===== src/rtl/core/prp_pkg.sv =====
// Shared types and constants of the prefix record payload parser.
package prp_pkg;

    localparam int BYTE_W   = 8;
    localparam int LEN_W    = 5;
    localparam int STATUS_W = 2;
    localparam int ADDR_W   = 64;

    typedef enum logic [STATUS_W-1:0] {
        ST_NONE     = 2'd0,
        ST_MATCH    = 2'd1,
        ST_TOO_LONG = 2'd2
    } status_t;

    // Commands from the controller to the datapath
    typedef struct packed {
        logic consume;   // accept one payload byte into the parser
        logic load_out;  // load the result register for the current index
        logic advance;   // step to the next result byte
        logic rearm;     // return the parse state to its reset value
    } cmd_t;

    // Status from the datapath to the controller
    typedef struct packed {
        logic final_result;  // the loaded result closes the frame
    } stat_t;

endpackage


===== src/rtl/core/prp_dpath.sv =====
// Datapath: parse registers, prefix store, address compare and result register.
module prp_dpath #(
    parameter int ADDR_BYTES = 8,
    parameter int MAX_PREFIX = 16
) (
    input  logic                      aclk,
    input  logic                      aresetn,
    input  prp_pkg::cmd_t             cmd_i,
    output prp_pkg::stat_t            stat_o,
    input  logic [prp_pkg::BYTE_W-1:0] byte_i,
    input  logic                      cfg_we_i,
    input  logic [prp_pkg::ADDR_W-1:0] cfg_data_i,
    output logic [prp_pkg::STATUS_W-1:0] out_status_o,
    output logic [prp_pkg::BYTE_W-1:0] out_byte_o,
    output logic [prp_pkg::LEN_W-1:0]  out_len_o,
    output logic                      out_last_o
);
    import prp_pkg::*;

    localparam int PW = (MAX_PREFIX > 1) ? $clog2(MAX_PREFIX) : 1;
    localparam int AW = (ADDR_BYTES > 1) ? $clog2(ADDR_BYTES) : 1;

    typedef enum logic [1:0] {
        PH_LEN    = 2'd0,
        PH_PREFIX = 2'd1,
        PH_ID     = 2'd2,
        PH_ADDR   = 2'd3
    } phase_t;

    phase_t              phase_reg, phase_next;
    logic [BYTE_W-1:0]   plen_reg, plen_next;
    logic [BYTE_W-1:0]   cnt_reg, cnt_next;
    logic [BYTE_W-1:0]   id_reg, id_next;
    logic                eq_reg, eq_next;
    logic                match_reg, match_next;
    logic [BYTE_W-1:0]   mid_reg, mid_next;
    logic [BYTE_W-1:0]   k_reg, k_next;
    logic [ADDR_W-1:0]   own_reg;

    logic [BYTE_W-1:0]   mem [MAX_PREFIX];
    logic [BYTE_W-1:0]   mem_q_reg;
    logic                mem_we;

    logic [STATUS_W-1:0] out_status_reg;
    logic [BYTE_W-1:0]   out_byte_reg;
    logic [LEN_W-1:0]    out_len_reg;
    logic                out_last_reg;

    logic [BYTE_W-1:0]   cnt_inc;
    logic [AW-1:0]       own_sel;
    logic [BYTE_W-1:0]   own_byte;
    logic                too_long;
    logic [BYTE_W:0]     total;

    assign cnt_inc  = cnt_reg + 8'd1;
    assign own_sel  = AW'(ADDR_BYTES - 1) - cnt_reg[AW-1:0];
    assign own_byte = own_reg[{own_sel, 3'b000} +: BYTE_W];
    assign too_long = plen_reg > 8'(MAX_PREFIX);
    assign total    = {1'b0, plen_reg} + 9'd1;
    assign mem_we   = cmd_i.consume && !match_reg && (phase_reg == PH_PREFIX)
                      && (cnt_reg < 8'(MAX_PREFIX));

    // Parser next state
    always_comb begin
        phase_next = phase_reg;
        plen_next  = plen_reg;
        cnt_next   = cnt_reg;
        id_next    = id_reg;
        eq_next    = eq_reg;
        match_next = match_reg;
        mid_next   = mid_reg;
        k_next     = k_reg;
        if (cmd_i.rearm) begin
            phase_next = PH_LEN;
            plen_next  = '0;
            cnt_next   = '0;
            id_next    = '0;
            eq_next    = 1'b1;
            match_next = 1'b0;
            mid_next   = '0;
            k_next     = '0;
        end else if (cmd_i.advance) begin
            k_next = k_reg + 8'd1;
        end else if (cmd_i.consume && !match_reg) begin
            unique case (phase_reg)
                PH_LEN: begin
                    plen_next  = byte_i;
                    cnt_next   = '0;
                    phase_next = (byte_i == '0) ? PH_ID : PH_PREFIX;
                end
                PH_PREFIX: begin
                    cnt_next = cnt_inc;
                    if (cnt_inc >= plen_reg) begin
                        cnt_next   = '0;
                        phase_next = PH_ID;
                    end
                end
                PH_ID: begin
                    id_next    = byte_i;
                    eq_next    = 1'b1;
                    cnt_next   = '0;
                    phase_next = PH_ADDR;
                end
                PH_ADDR: begin
                    eq_next  = eq_reg && (byte_i == own_byte);
                    cnt_next = cnt_inc;
                    if (cnt_inc >= 8'(ADDR_BYTES)) begin
                        if (eq_next) begin
                            match_next = 1'b1;
                            mid_next   = id_reg;
                        end
                        cnt_next   = '0;
                        phase_next = PH_ID;
                    end
                end
                default: phase_next = PH_LEN;
            endcase
        end
    end

    always_ff @(posedge aclk) begin
        if (!aresetn) begin
            phase_reg <= PH_LEN;
            plen_reg  <= '0;
            cnt_reg   <= '0;
            id_reg    <= '0;
            eq_reg    <= 1'b1;
            match_reg <= 1'b0;
            mid_reg   <= '0;
            k_reg     <= '0;
            own_reg   <= '0;
        end else begin
            phase_reg <= phase_next;
            plen_reg  <= plen_next;
            cnt_reg   <= cnt_next;
            id_reg    <= id_next;
            eq_reg    <= eq_next;
            match_reg <= match_next;
            mid_reg   <= mid_next;
            k_reg     <= k_next;
            if (cfg_we_i) begin
                own_reg <= cfg_data_i;
            end
        end
    end

    // Prefix store with registered read at the result index
    always_ff @(posedge aclk) begin
        if (mem_we) begin
            mem[cnt_reg[PW-1:0]] <= byte_i;
        end
        mem_q_reg <= mem[k_reg[PW-1:0]];
    end

    // Result register
    always_ff @(posedge aclk) begin
        if (cmd_i.load_out) begin
            priority if (too_long) begin
                out_status_reg <= ST_TOO_LONG;
                out_byte_reg   <= '0;
                out_len_reg    <= '0;
                out_last_reg   <= 1'b1;
            end else if (match_reg) begin
                out_status_reg <= ST_MATCH;
                out_byte_reg   <= (k_reg < plen_reg) ? mem_q_reg : mid_reg;
                out_len_reg    <= total[LEN_W-1:0];
                out_last_reg   <= (k_reg == plen_reg);
            end else begin
                out_status_reg <= ST_NONE;
                out_byte_reg   <= '0;
                out_len_reg    <= '0;
                out_last_reg   <= 1'b1;
            end
        end
    end

    assign stat_o.final_result = out_last_reg;
    assign out_status_o        = out_status_reg;
    assign out_byte_o          = out_byte_reg;
    assign out_len_o           = out_len_reg;
    assign out_last_o          = out_last_reg;

`ifndef SYNTHESIS
    a_loaded_nonmatch_is_last: assert property (@(posedge aclk) disable iff (!aresetn)
        cmd_i.load_out |=> (out_status_reg == ST_MATCH || out_last_reg))
        else $error("non-match result not marked last");
    a_match_sticky: assert property (@(posedge aclk) disable iff (!aresetn)
        (match_reg && !cmd_i.rearm) |=> match_reg)
        else $error("match flag dropped inside a frame");
`endif

endmodule


===== src/rtl/core/prp_ctrl.sv =====
// Controller: parse and emit sequencing with the stream handshakes.
module prp_ctrl (
    input  logic           aclk,
    input  logic           aresetn,
    input  logic           s_tvalid,
    input  logic           s_tlast,
    output logic           s_tready,
    output logic           m_tvalid,
    input  logic           m_tready,
    output prp_pkg::cmd_t  cmd_o,
    input  prp_pkg::stat_t stat_i
);
    import prp_pkg::*;

    typedef enum logic [1:0] {
        S_PARSE = 2'd0,
        S_FETCH = 2'd1,
        S_LOAD  = 2'd2,
        S_SEND  = 2'd3
    } state_t;

    state_t state_reg;
    logic   s_tready_reg;
    logic   m_tvalid_reg;
    logic   take;
    logic   sent;

    assign take = (state_reg == S_PARSE) && s_tvalid && s_tready_reg;
    assign sent = (state_reg == S_SEND) && m_tready;

    assign cmd_o.consume  = take;
    assign cmd_o.load_out = (state_reg == S_LOAD);
    assign cmd_o.advance  = sent && !stat_i.final_result;
    assign cmd_o.rearm    = sent && stat_i.final_result;

    always_ff @(posedge aclk) begin
        if (!aresetn) begin
            state_reg    <= S_PARSE;
            s_tready_reg <= 1'b1;
            m_tvalid_reg <= 1'b0;
        end else begin
            unique case (state_reg)
                S_PARSE: begin
                    if (take && s_tlast) begin
                        s_tready_reg <= 1'b0;
                        state_reg    <= S_FETCH;
                    end
                end
                S_FETCH: state_reg <= S_LOAD;
                S_LOAD: begin
                    m_tvalid_reg <= 1'b1;
                    state_reg    <= S_SEND;
                end
                S_SEND: begin
                    if (m_tready) begin
                        m_tvalid_reg <= 1'b0;
                        if (stat_i.final_result) begin
                            s_tready_reg <= 1'b1;
                            state_reg    <= S_PARSE;
                        end else begin
                            state_reg <= S_FETCH;
                        end
                    end
                end
                default: state_reg <= S_PARSE;
            endcase
        end
    end

    assign s_tready = s_tready_reg;
    assign m_tvalid = m_tvalid_reg;

`ifndef SYNTHESIS
    a_sides_exclusive: assert property (@(posedge aclk) disable iff (!aresetn)
        !(s_tready_reg && m_tvalid_reg))
        else $error("input and output open at once");
    a_load_shows_result: assert property (@(posedge aclk) disable iff (!aresetn)
        (state_reg == S_LOAD) |=> m_tvalid_reg)
        else $error("loaded result not presented");
    a_rearm_reopens: assert property (@(posedge aclk) disable iff (!aresetn)
        cmd_o.rearm |=> (s_tready_reg && !m_tvalid_reg))
        else $error("input not reopened after frame end");
`endif

endmodule


===== src/rtl/core/prefix_record_payload_parser_top.sv =====
// Top level of the prefix record payload parser.
//
// Usage:
//   s_ channel: one payload byte per transaction in s_tdata, s_tlast on the
//   final byte of the frame. Frame layout: prefix length L, L prefix bytes,
//   then records of one id byte and ADDR_BYTES link-address bytes.
//   m_ channel: results. On a match, L+1 transactions carry the prefix bytes
//   then the matched id (status match); otherwise one transaction carries
//   status "no record" or "prefix too long". m_tlast closes every frame.
//   cfg channel: writes own_address; write it only while no frame is open.
// Throughput: one payload byte per cycle while parsing. After the final byte
//   s_tready drops until the last result of the frame is taken.
// Sequencing: after the final byte is accepted and after each non-final result
//   is taken, the store read (S_FETCH) and the result register (S_LOAD) come
//   first, then m_tvalid rises; the next result is fetched only once one is taken.
// Reset: aresetn (synchronous, active low) clears the parser and own_address;
//   the prefix store is not cleared, every emitted prefix byte is rewritten
//   in its own frame first.
// Stall: a result holds on m_ while m_tready is low; input stays closed.
module prefix_record_payload_parser_top #(
    parameter int ADDR_BYTES = 8,
    parameter int MAX_PREFIX = 16
) (
    input  logic        aclk,
    input  logic        aresetn,
    // Payload input
    input  logic        s_tvalid,
    output logic        s_tready,
    input  logic [7:0]  s_tdata,   // [7:0] payload_byte
    input  logic        s_tlast,   // last_byte
    // Results
    output logic        m_tvalid,
    input  logic        m_tready,
    output logic [15:0] m_tdata,   // [7:0] addr_byte, [12:8] addr_len, [15:13] zero
    output logic [1:0]  m_tuser,   // [1:0] status
    output logic        m_tlast,   // last_result
    // Configuration: own_address
    input  logic        cfg_valid,
    output logic        cfg_ready,
    input  logic [63:0] cfg_data
);
    import prp_pkg::*;

    cmd_t                cmd;
    stat_t               stat;
    logic [STATUS_W-1:0] out_status;
    logic [BYTE_W-1:0]   out_byte;
    logic [LEN_W-1:0]    out_len;

    // Accept every register write; the user must see that it is only issued while idle, the block does not check
    assign cfg_ready = 1'b1;

    prp_ctrl u_ctrl (
        .aclk     (aclk),
        .aresetn  (aresetn),
        .s_tvalid (s_tvalid),
        .s_tlast  (s_tlast),
        .s_tready (s_tready),
        .m_tvalid (m_tvalid),
        .m_tready (m_tready),
        .cmd_o    (cmd),
        .stat_i   (stat)
    );

    prp_dpath #(
        .ADDR_BYTES (ADDR_BYTES),
        .MAX_PREFIX (MAX_PREFIX)
    ) u_dpath (
        .aclk         (aclk),
        .aresetn      (aresetn),
        .cmd_i        (cmd),
        .stat_o       (stat),
        .byte_i       (s_tdata),
        .cfg_we_i     (cfg_valid),
        .cfg_data_i   (cfg_data),
        .out_status_o (out_status),
        .out_byte_o   (out_byte),
        .out_len_o    (out_len),
        .out_last_o   (m_tlast)
    );

    // Pack the result fields, lowest first, padded to whole bytes
    assign m_tdata = {3'b000, out_len, out_byte};
    assign m_tuser = out_status;

endmodule

===== config.mk =====
export PLATFORM = sky130hd
export DESIGN_NAME = prefix_record_payload_parser_top
export DESIGN_NICKNAME = d
export VERILOG_FILES = /design/src/rtl/core/prp_pkg.sv /design/src/rtl/core/prp_dpath.sv /design/src/rtl/core/prp_ctrl.sv /design/src/rtl/core/prefix_record_payload_parser_top.sv
export SDC_FILE = /design/constraint.sdc
export NUM_CORES = 1
export LEC_CHECK = 0
export ABC_AREA = 1
export BUFFER_PORTS_ARGS = -buffer_cell sky130_fd_sc_hd__buf_2
export CAP_MARGIN = 20
export CORE_MARGIN = 2
export CORE_UTILIZATION = 54
export CTS_CLUSTER_DIAMETER = 100
export DETAILED_ROUTE_END_ITERATION = 8
export PLACE_DENSITY = 0.76
export SYNTH_ARGS = -nofsm -noshare
export SYNTH_HDL_FRONTEND = slang
export SYNTH_SLANG_ARGS = --single-unit

===== constraint.sdc =====
create_clock -name aclk -period 2.5 [get_ports aclk]
set_input_delay 0.375 -clock aclk [delete_from_list [all_inputs] [get_ports aclk]]
set_output_delay 0.375 -clock aclk [all_outputs]
set_load 0.02 [all_outputs]

Word-level counts from Yosys, hierarchy flattened
Memories as Yosys holds them, arrays and structs flattened. A register that Yosys moved wholly into a read port is not among the register bits.
Index checks and enable logic that the tools add are counted.
W data, S select, Z words.
{ "totals": {"regBits": 128, "latch_bits": 0, "ramBits": 128, "romBits": 0, "out_inout_bits": 22, "word_cells": 95, "n_memories": 1} }
{ "memory_table": {"columns": ["name", "words", "width", "read_ports", "rd_clocked_by_memory_dff", "wr", "line_no", "text"], "rows": [
  ["u_dpath.mem", 16, 8, 1, 1, 1, "prp_dpath.sv:40", "logic [BYTE_W-1:0] mem [MAX_PREFIX];"]
]} }
{ "op_classes": {"addsub": 4, "mul": 0, "div": 0, "order_cmp": 5, "n_eq_ne": 13, "n_shift": 1, "muxes": 22, "bitwise": 3, "reduce_logical": 30} }
{ "op_table": {"columns": ["cell", "n"], "rows": [
  ["$shiftx A64 B7 Y8", 1],
  ["$mux W8", 3],
  ["$pmux W8 S3", 1],
  ["$add A8 B1 Y8 const B", 2],
  ["$eq A8 B8 Y1", 2],
  ["$pmux W2 S4", 2],
  ["$logic_and A1 B1 Y1", 10],
  ["$mux W2", 5],
  ["$reduce_and A3 Y1", 3],
  ["$eq A2 B2 Y1 const B", 4],
  ["$ge A8 B4 Y1 const B", 1],
  ["$ge A8 B8 Y1", 1],
  ["$gt A8 B5 Y1 const B", 1],
  ["$logic_not A8 Y1", 1],
  ["$lt A8 B5 Y1 const B", 1],
  ["$lt A8 B8 Y1", 1],
  ["$mux W1", 8],
  ["$reduce_and A4 Y1", 2],
  ["$ne A2 B2 Y1 const B", 3],
  ["$pmux W1 S2", 3],
  ["$reduce_and A2 Y1", 3],
  ["$reduce_bool A2 Y1", 3],
  ["$reduce_or A2 Y1", 3],
  ["$add A5 B1 Y5 const B", 1],
  ["7 further kinds", 13]
]} }

Depth between registers and ports, before layout
Gate-level depths: netlist (run 1).
{ "logic_depth": {"depth_word": 8, "mapped_depth": 17} }

Hierarchy
Synthesis (run 1) repeated with hierarchy kept, for this count alone.
{ "hier_totals": {"hier_cells": 1244, "area_unflattened_um2": 11539.8} }
{ "by_module_without_submodules": {"columns": ["mod", "n_inst", "cells_per_inst", "area_per_inst_um2"], "rows": [
  ["prp_dpath", 1, 1197, 11215.8],
  ["prp_ctrl", 1, 41, 286.5],
  ["prefix_record_payload_parser_top", 1, 6, 37.5]
]} }

Worst setup path before layout (run 1)
OpenSTA, ideal clock, no wires.
{ "synth_timing": {"path_type": "register to register", "from": "register u_dpath.k_reg[0]", "to": "register u_dpath.out_byte_reg[5], in the netlist u_dpath.out_byte_o[5], data pin", "setup_time_ns": 0.266, "t_arrival_ns": 2.100, "t_required_ns": 2.234, "path_slack_ns": 0.134, "stages_incl_launch_ff": 14, "n_path_buf": 4, "cell_sequence": "dfxtp_1 > clkbuf_1 > inv_1 > clkbuf_1 > clkbuf_1 > ha_1 > inv_1 > a21oi_1 > o21ai_0 > nand2_1 > o211ai_1 > clkbuf_1 > o21ai_0 > a21oi_1"} }
{ "synth_via": {"elab_chain_len": 2} }
{ "synth_lines": {"columns": ["element", "line_no", "text"], "rows": [
  ["start: declaration", "prp_dpath.sv:37", "logic [BYTE_W-1:0] k_reg, k_next;"],
  ["start signal: assignment", "prp_dpath.sv:140", "k_reg <= k_next;"],
  ["$lt A8 B8 Y1", "prp_dpath.sv:165", "out_byte_reg <= (k_reg < plen_reg) ? mem_q_reg : mid_reg;"],
  ["$mux W8", "prp_dpath.sv:165", null],
  ["end signal: assignment", "prp_dpath.sv:165", null],
  ["end: declaration", "prp_dpath.sv:45", "logic [BYTE_W-1:0] out_byte_reg;"]
]} }
No other way between the ends.
A chain may end at the register's enable or synchronous reset.

Worst setup path after layout (run 1)
{ "layout_timing": {"from": "register u_dpath.cnt_reg[3]", "to": "register u_dpath.phase_reg[0]"} }
{ "layout_via": {"elab_chain_len": 4} }
{ "layout_lines": {"columns": ["element", "line_no", "text"], "rows": [
  ["start: declaration", "prp_dpath.sv:32", "logic [BYTE_W-1:0] cnt_reg, cnt_next;"],
  ["start signal: assignment", "prp_dpath.sv:135", "cnt_reg <= cnt_next;"],
  ["$add A8 B1 Y8 *", "prp_dpath.sv:55", "assign cnt_inc = cnt_reg + 8'd1;"],
  ["$ge A8 B8 Y1 or $ge A8 B4 Y1 (tied branches)", "prp_dpath.sv:93, prp_dpath.sv:107", null],
  ["$ne A2 B2 Y1 (no line) or $ne A2 B1 Y1 (tied branches)", null, null],
  ["$reduce_and A4 Y1 (no line) *", null, null],
  ["end signal: assignment", "prp_dpath.sv:133", "phase_reg <= phase_next;"],
  ["end: declaration", "prp_dpath.sv:30", "phase_t phase_reg, phase_next;"]
]} }
Mark *: on every way between the ends. The rest lies on a longest branch, timed or not.

==> metrics list, run 1 <==
* Worst Hold Path Cells: 3
- After filler insertion, the fill cell instance count of the layout stands at about 1700.
- In this run the critical register-to-register path is launched from u_dpath.cnt_reg[3].
- The multi-input combinational cells in the finished layout cover a total of 3960 µm².
- The netlist uses 38 different library cells.
* Share of total power in the clock network: 34.2%
- Across the whole layout, storage elements account for 6730 µm².
- At the end of the flow, the number of nets in the layout was 1467.
- Hold Path Class: in -> reg
- Worst Hold Endpoint: u_dpath.own_reg[17]
* Post-layout utilization of the core: 63.1%
- DR pass1 iterations: 6
- Total power divided by cell area: 829 nW/µm²
- The worst hold path begins at cfg_data[17].
- Worst setup path class: reg -> reg
* Global-route wire length before repair: 42700 µm
- Wire length after detailed routing: 27100 µm
* Warnings, synthesis: 0
- Summed over all cells, the static leakage comes to 5.43 nW.
- Vias in the first global route: 8329
- In the global route stage, overall resource usage came out at 24.2%.
- Core area: between 20000 and 25000 µm²
- The final route contains around 9100 vias.
* Finish-stage setup viols: 0
- Entering global routing, the biggest net connects 127 pins.
- The later pin in the worst-skew pair is clocked with a latency of 0.54 ns.
* Most area-hungry cell type in the Yosys netlist: edfxtp_1
- Counting both buffers and inverters, the worst setup path holds a total of 1.
- Internal: roughly 7.8 mW
- The floorplan step set the die height to 150 µm.
- Yosys attributes the largest share of cell area to edfxtp_1, dfxtp_1, o21ai_0, nand2_1, a21oi_1.
* Root Buffer: clkbuf_16
* Async set-or-reset flop fraction in the synthesized netlist: 0%
- Total Die Area: roughly 23000 µm²
* Cell with the most instances on the worst path: nand3_2
* Critical Path AT: 2.79 ns
* Total half-perimeter wirelength after legalization and detailed placement: 18400 µm
- STA classifies the critical path startpoint as a flop.
- Clock tree skew after final layout: 0.0104 ns
* Post-Synthesis Cells: ~1300
- Largest delay share family, worst path: simple AND/OR/NAND/NOR gates
* Buffers from clock root to sink, at most: 3
- Row count: 53
- The post-route netlist has 14.6% of its cells at a drive strength greater than 1.
* Final Hold Violating Endpoints: 0
* Number of DRC markers after the initial detailed-route iteration: between 1000 and 1500
* Port bufs: 95
- Subtracting the final worst setup slack from the clock period gives 2.33 ns.
* Sequential-to-total area share from yosys stat: 58.4%
- Worst-Margin Slew: 0.903 ns
- The register with the most flip-flops in the layout has about 130 of them.
- Sum of negative setup slack: 0 ns
- The largest single stage delay on the critical path is 0.39 ns.
- For flop-to-flop paths, the worst setup slack is 0.17 ns.
- Of the post-synthesis cell area, the dominant cell type holds between 30% and 40%.
* Number of enable-type register cells in the synthesized netlist: 144
- Final Slew Violations: 0
- Initial core utilization: 55.0%
* Die X: 150 µm
- Critical register-to-register path endpoint: u_dpath.phase_reg[0]
- The share of total power dissipated in sequential elements is 45.7%.
- Number of CTS-inserted buffers: 26
* Overall overflow remaining after global route: 0
- Counting every sink on the clock net gives 264.
- Of the available clock period, the critical path in the final layout requires 93.0%.
- Depth of the worst register-to-register path: 13
* Initial antenna violation count: 0
- CP max-delay cell: dfxtp_2
- Averaged over all synthesized cells, the footprint is about 9 µm².
* Final antenna diode count: 0
* Net Sw Power: 3.20 mW
- TritonCTS clock tree: built
- The run finished with clean final reports.
- In the routed layout, each cell is associated on average with a via count of 5.51.
- ANT nets after route: 0
- Crit-path max FO: 4
- Worst-path cell chain: nand2_2 > inv_2 > nand3_2 > nor2_2 > xor2_2 > ha_1 > nand2_1 > nor2_1 > a211oi_1 > nand4_1 > nand3_2 > o21ai_0 > a21oi_1
- Across the run, the number of max-cap violations was 0.
- The worst-case IR drop observed on VDD is 561 µV.
- Predominant post-synthesis flop cell: edfxtp_1
* Cell area after synthesis: 11500 µm²
- Most used cells in the layout excluding fill and tap cells: nand2_1, o21ai_0, edfxtp_1
* Routed length per placed instance: approximately 16 µm
- Net switching is between 20 and 30% of the power.
- Clock H-tree levels: 1
* GPL Wtd Cong: 0.926
* Yosys reg bits: 264
- For this run, design rule violations remaining after detail routing come to 0.
* CP Data Required Time: between 2 and 3 ns
- Relative to the synthesized area, the layout overhead comes to 14.9%.
* Reg clk slew, reported paths: 0.06 ns
- Most frequent standard cell in the layout excluding fill and tap cells: nand2_1
* Combinational Power Share: roughly 20%
* Highest attainable clock frequency: 0.430 GHz
- For this design the top-level I/O count stands at 100.
- Relative max-transition margin: 39.7%
- Endpoint class of the critical path: flop
## worst min-delay path, stage by stage
cell and delay [ns]:
buf_2 0.07, nor2_1 0.04, nor2_1 0.08
## layout make-up
cell class	instances	share of cell area, %
Clock inverter	14	0.974
Inverter	143	4.09
Multi-Input combinational cell	789	29.9
Clock buffer	34	5.25
Tap cell	275	2.60
Timing Repair Buffer	138	6.25
Sequential cell	264	50.9
## Yosys cell counts, types with 6 or more instances
| cell | instances |
|---|---|
| o221ai_1 | 13 |
| nand2_1 | 187 |
| a211oi_1 | 6 |
| ha_1 | 27 |
| dfxtp_1 | 120 |
| nand3_1 | 86 |
| o22ai_1 | 19 |
| inv_1 | 137 |
| nor2_1 | 131 |
| nand4_1 | 6 |
| buf_4 | 9 |
| a21oi_1 | 112 |
| edfxtp_1 | 144 |
| o21ai_0 | 167 |
| clkbuf_1 | 50 |
## power by group through the flow
stage	registers (mW)	logic [mW]	clock network [mW]
global placement	5.08	2.09	0
detailed placement	5.08	2.13	0
global route	5.03	2.49	3.97
finish	5.01	2.20	3.76
CTS	5.00	2.15	3.79
floorplan	5.13	1.51	0
## through the flow
| stage | cells | power (mW) | setup WS (ns) | instance area, µm² | hold slack, ns |
|---|---|---|---|---|---|
| 3_3_place_gp | 1608 | 7.16 | 0.164 | 12400 | 0.448 |
| 6_report | 1657 | 11.0 | 0.174 | 13200 | 0.0736 |
| 3_5_place_dp | 1608 | 7.22 | 0.0694 | 12400 | 0.449 |
| 5_1_grt | 1657 | 11.5 | -0.0117 | 13200 | 0.101 |
| 2_1_floorplan | 1264 | 6.64 | 0.134 | 11500 | 0.429 |
| 4_1_cts | 1656 | 10.9 | 0.0407 | 13200 | 0.0668 |
## metal layers
| layer | GRT usage (%) | part of all wire [%] | up-vias | wire length [µm] |
|---|---|---|---|---|
| met5 | 0 | 0 | - | 0 |
| met4 | 8.54 | 3.1 | 0 | 832 |
| met3 | 3.57 | 8.3 | 59 | 2250 |
| met2 | 38.9 | 47 | 404 | 12600 |
| met1 | 33.5 | 42 | 4190 | 11400 |
| li1 | - | - | 4477 | - |
## cell families after synthesis
logic type	count (synthesis)	share of synthesized area, %
AND/OR/NAND/NOR	426	15.4
AO/OA/AOI/OAI	326	15.1
flip-flops	264	58.4
buffers and inverters	211	7.58
adder cells (fa/ha/maj)	27	2.93
XOR/XNOR	6	0.521
other	2	0.0652
## worst max path at each step
| stage | from | to | slack (ns) | cells past startpoint |
|---|---|---|---|---|
| finish | u_dpath.cnt_reg[3] | u_dpath.phase_reg[0] | 0.17 | 13 |
| CTS | u_dpath.cnt_reg[0] | u_dpath.cnt_reg[7] | 0.04 | 12 |
| global placement | u_dpath.cnt_reg[0] | u_dpath.cnt_reg[5] | 0.16 | 12 |
| floorplan | u_dpath.k_reg[0] | u_dpath.out_byte_o[5] | 0.13 | 13 |
| detailed placement | u_dpath.cnt_reg[0] | u_dpath.cnt_reg[7] | 0.07 | 12 |
| global route | u_dpath.cnt_reg[0] | u_dpath.mid_reg[0] | -0.01 | 16 |
## timing repair
action                                  in CTS  in global routing
setup buffers                                0                  1
endpoints found under the setup margin       0                 22
gates resized for setup                      0                 14
hold buffers                                 0                  0
Note: power is estimated with default switching activity, not from simulation.
==> run 2: changes to the inputs <==
Settings changed: ABC_AREA 1 to default.
==> metrics list, run 2 <==
- Average instance area after synthesis: 13.3 µm² (+46%)
* Critical Path AT: 2.95 ns (+0.16 ns)
* Vias in the first global route: 7162 (-14%)
- The iteration-0 DRC count of the detailed router came to 555 (-50%).
- The number of flip-flops in the largest register was 128 (unchanged).
- The worst setup path is of the reg -> reg kind.
* Sort of element at the start of the critical path: flop
- Final Hold Violating Endpoints: 0 (unchanged)
- The most used flip-flop cell after synthesis is edfxtp_1.
- CP max-delay cell: or4_1
- The combined flip-flop and latch cell area was 6740 µm² (+0.11%).
- The total number of yosys warnings is 0 (unchanged).
* Most used cells in the layout excluding fill and tap cells: edfxtp_1, nor2_1, dfxtp_1
* Y dimension of the die: 148 µm (-1.1%)
- Worst-Margin Slew: 0.753 ns (-0.150 ns)
* Final routed DRC violation total: 0 (unchanged)
- Min-Delay Startpoint: cfg_data[38]
- The time the final worst path needs with I/O delays and setup was 2.50 ns (+0.171 ns).
- Status: complete, no violations
* Largest net degree at the start of global routing: 36 (-72%)
* Async set-or-reset flop fraction in the synthesized netlist: 0% (unchanged)
* Worst supply voltage drop on vdd: 468 µV (-16%)
* Placed cell areas: 12500 µm² (+1.2%)
- Most frequent cells after synthesis: edfxtp_1, nor2_1, dfxtp_1, mux2i_1, mux4_2
- Power Total: 10.5 mW (-4.4%)
- The final critical-path share of the clock period was 99.9% (+6.8 points).
- CTS placed an instance of clkbuf_16 at the clock tree root.
* Cell with the most instances on the worst path: ha_4
- Initial core utilization: 55.3% (+0.30 points)
- Clock H-tree levels: 1 (unchanged)
* Yosys top cell area share: 38.4% (+0.88 points)
- The register clock-pin slew on the reported worst setup and hold paths came to 0.06 ns (about the same).
- The number of buffer and inverter stages on the critical path came to 1 (unchanged).
- The wire length of the first global-routing pass came to 39200 µm (-8.2%).
- Among all cell types in the netlist, the one instantiated most often is edfxtp_1.
* Relative max-transition margin: 49.8% (+10 points)
- The number of flops mapped to enable cells by yosys is 144 (unchanged).
* Die X: 148 µm (-1.1%)
* Hold Path Class: in -> reg
* Highest attainable clock frequency: 0.401 GHz (-6.8%)
* Gr usage total: 23.0% (-1.2 points)
- Max Cap Violations: 0 (unchanged)
- Initial antenna violation count: 0 (unchanged)
- The total of flip-flops plus latches after synthesis is 264 (unchanged).
- Most frequent standard cell in the layout excluding fill and tap cells: edfxtp_1
- GPL Wtd Cong: 0.875 (-5.5%)
- Number of CTS-inserted buffers: 27 (+3.8%)
- Clock sinks: 264 (unchanged)
* DR pass1 iterations: 5 (-1)
- The quantity of I/O buffers inserted on ports came to 95 (unchanged).
- Final Slew Violations: 0 (unchanged)
- The number of routed nets with antenna violations is 0 (unchanged).
- Core area: 20400 µm² (-2.8%)
* Sequential-to-total area share from yosys stat: 59.8% (+1.4 points)
* Buffers from clock root to sink, at most: 3 (unchanged)
- The ratio of routed vias to standard cells came to 5.65 (+2.5%).
- The maximum fanout count along the critical path was 7 (+3).
- Area Growth Syn to Fin: 21.1%
- Cell area after synthesis: 11300 µm² (-2.3%)
* Ports placed on the boundary: 100 (unchanged)
* Beginning of the worst register-to-register path: u_dpath.cnt_reg[1]
- TritonCTS clock tree: built
* Most area-hungry cell type in the Yosys netlist: edfxtp_1
- The number of antenna diodes was 0 (unchanged).
- The area of all placed cells without fillers is 13600 µm² (+3.0%).
- The number of vias after detailed routing was 7284 (-20%).
- Wire length after detailed routing: 25600 µm (-5.6%)
- The total of endpoints with negative setup slack in the final report is 0 (unchanged).
- Total power divided by cell area: 769 nW/µm² (-7.2%)
- The die outline area was 22000 µm² (-2.2%).
- Overall overflow remaining after global route: 0 (unchanged)
- CP Data Required Time: 2.95 ns (about the same)
- Post-layout utilization of the core: 66.9% (+3.8 points)
* Post-Synthesis Cells: 847 (-33%)
- The cell leakage power came to 5.21 nW (-4.0%).
* Endpoint class of the critical path: flop
- Number of unique standard cell types used by synthesis: 53 (+39%)
- Fill cells: 1388 (-19%)
* Clock tree skew after final layout: 0.0115 ns (+0.00109 ns)
* Final net count: 1105 (-25%)
* Routed length per placed instance: 19.8 µm (+21%)
* Stage delay of the slowest cell on the critical path: 0.41 ns (+0.02 ns)
* Multi-input gate area in the final layout: 4460 µm² (+13%)
- Share of cells above drive strength 1: 29.8% (+15 points)
- In this design, the largest share of critical-path delay is due to simple AND/OR/NAND/NOR gates.
- Worst-path cell chain: buf_4 > ha_4 > nand3_4 > xnor2_4 > ha_4 > a21o_1 > a211oi_2 > o21ai_1 > o2111ai_2 > nand2_2 > or4_1 > a21oi_1
- Cell types occupying the most area after synthesis: edfxtp_1, dfxtp_1, mux2i_1, mux4_2, nor2_1
- Clk_lat worst skew: 0.53 ns (about the same)
* RSZ-0062 raised after global routing: yes
* Total half-perimeter wirelength after legalization and detailed placement: 17200 µm (-6.4%)
- The number of placement rows was 52 (-1.9%).
- Register-to-Register Setup Slack: 0.004 ns (-0.17 ns)
- Critical path origin: u_dpath.cnt_reg[1]
run 2: final cells by class:
class	count	share of cell area [%]
Clock buffer	35	5.48
Clock inverter	14	0.964
Inverter	20	0.551
Multi-Input combinational cell	516	32.7
Sequential cell	264	49.4
Tap cell	270	2.48
Timing Repair Buffer	171	8.37
run 2: through the flow:
step | setup slack, ns | TNS [ns] | hold WS, ns | cells
floorplan | -0.126 | -2.02 | 0.443 | 849
global placement | -0.0312 | -0.0936 | 0.451 | 1236
detailed placement | -0.103 | -0.544 | 0.455 | 1236
CTS | 0.00353 | 0 | 0.0709 | 1286
global route | -0.136 | -1.44 | 0.0691 | 1290
finish | 0.00373 | 0 | 0.0793 | 1290
run 2: worst register-to-register path, cell delays in order (launching register included):
cell and delay (ns):
dfxtp_4 0.39, buf_4 0.13, ha_4 0.14, nand3_4 0.11, xnor2_4 0.23, ha_4 0.23, a21o_1 0.16, a211oi_2 0.16
o21ai_1 0.10, o2111ai_2 0.09, nand2_2 0.13, or4_1 0.41, a21oi_1 0.13
run 2: final timing paths:
path,end,cells after the start
setup / recovery,u_dpath.cnt_reg[5],12
hold / removal,u_dpath.own_reg[38],3
setup reg to reg,u_dpath.cnt_reg[5],12
hold reg to reg,u_dpath.mid_reg[1],2
run 2: timing repair:
item	in CTS	in global routing
pin swaps	0	17
resized for setup	7	38
hold buffers	0	0
setup buffers	1	4
endpoints found under the setup margin	18	152
run 2: where the power goes:
part	internal [mW]	switching [mW]	leakage [nW]
clock	2.32	1.64	0.432
combinational	0.723	0.899	2.50
sequential	4.79	0.121	2.28
total	7.83	2.66	5.21
run 2: per-layer routing:
layer	up-vias	GRT usage, %	share of wire [%]
li1	3419	-	-
met2	266	38.9	50
met1	3559	30.4	41
met5	-	0	0
met3	40	4.63	7.4
met4	0	6.76	2.5
run 2: cell families after synthesis:
group                      count (synthesis)  share of synthesized area (%)
xor gates and xnor gates                  20                           1.56
buffers and inverters                     69                           2.66
other                                      2                         0.0667
AOI/OAI and AO/OA                         81                           4.40
and+or+nand+nor                          226                           9.25
muxes                                    158                           19.3
DFF                                      264                           59.8
adders and majority gates                 27                           3.00
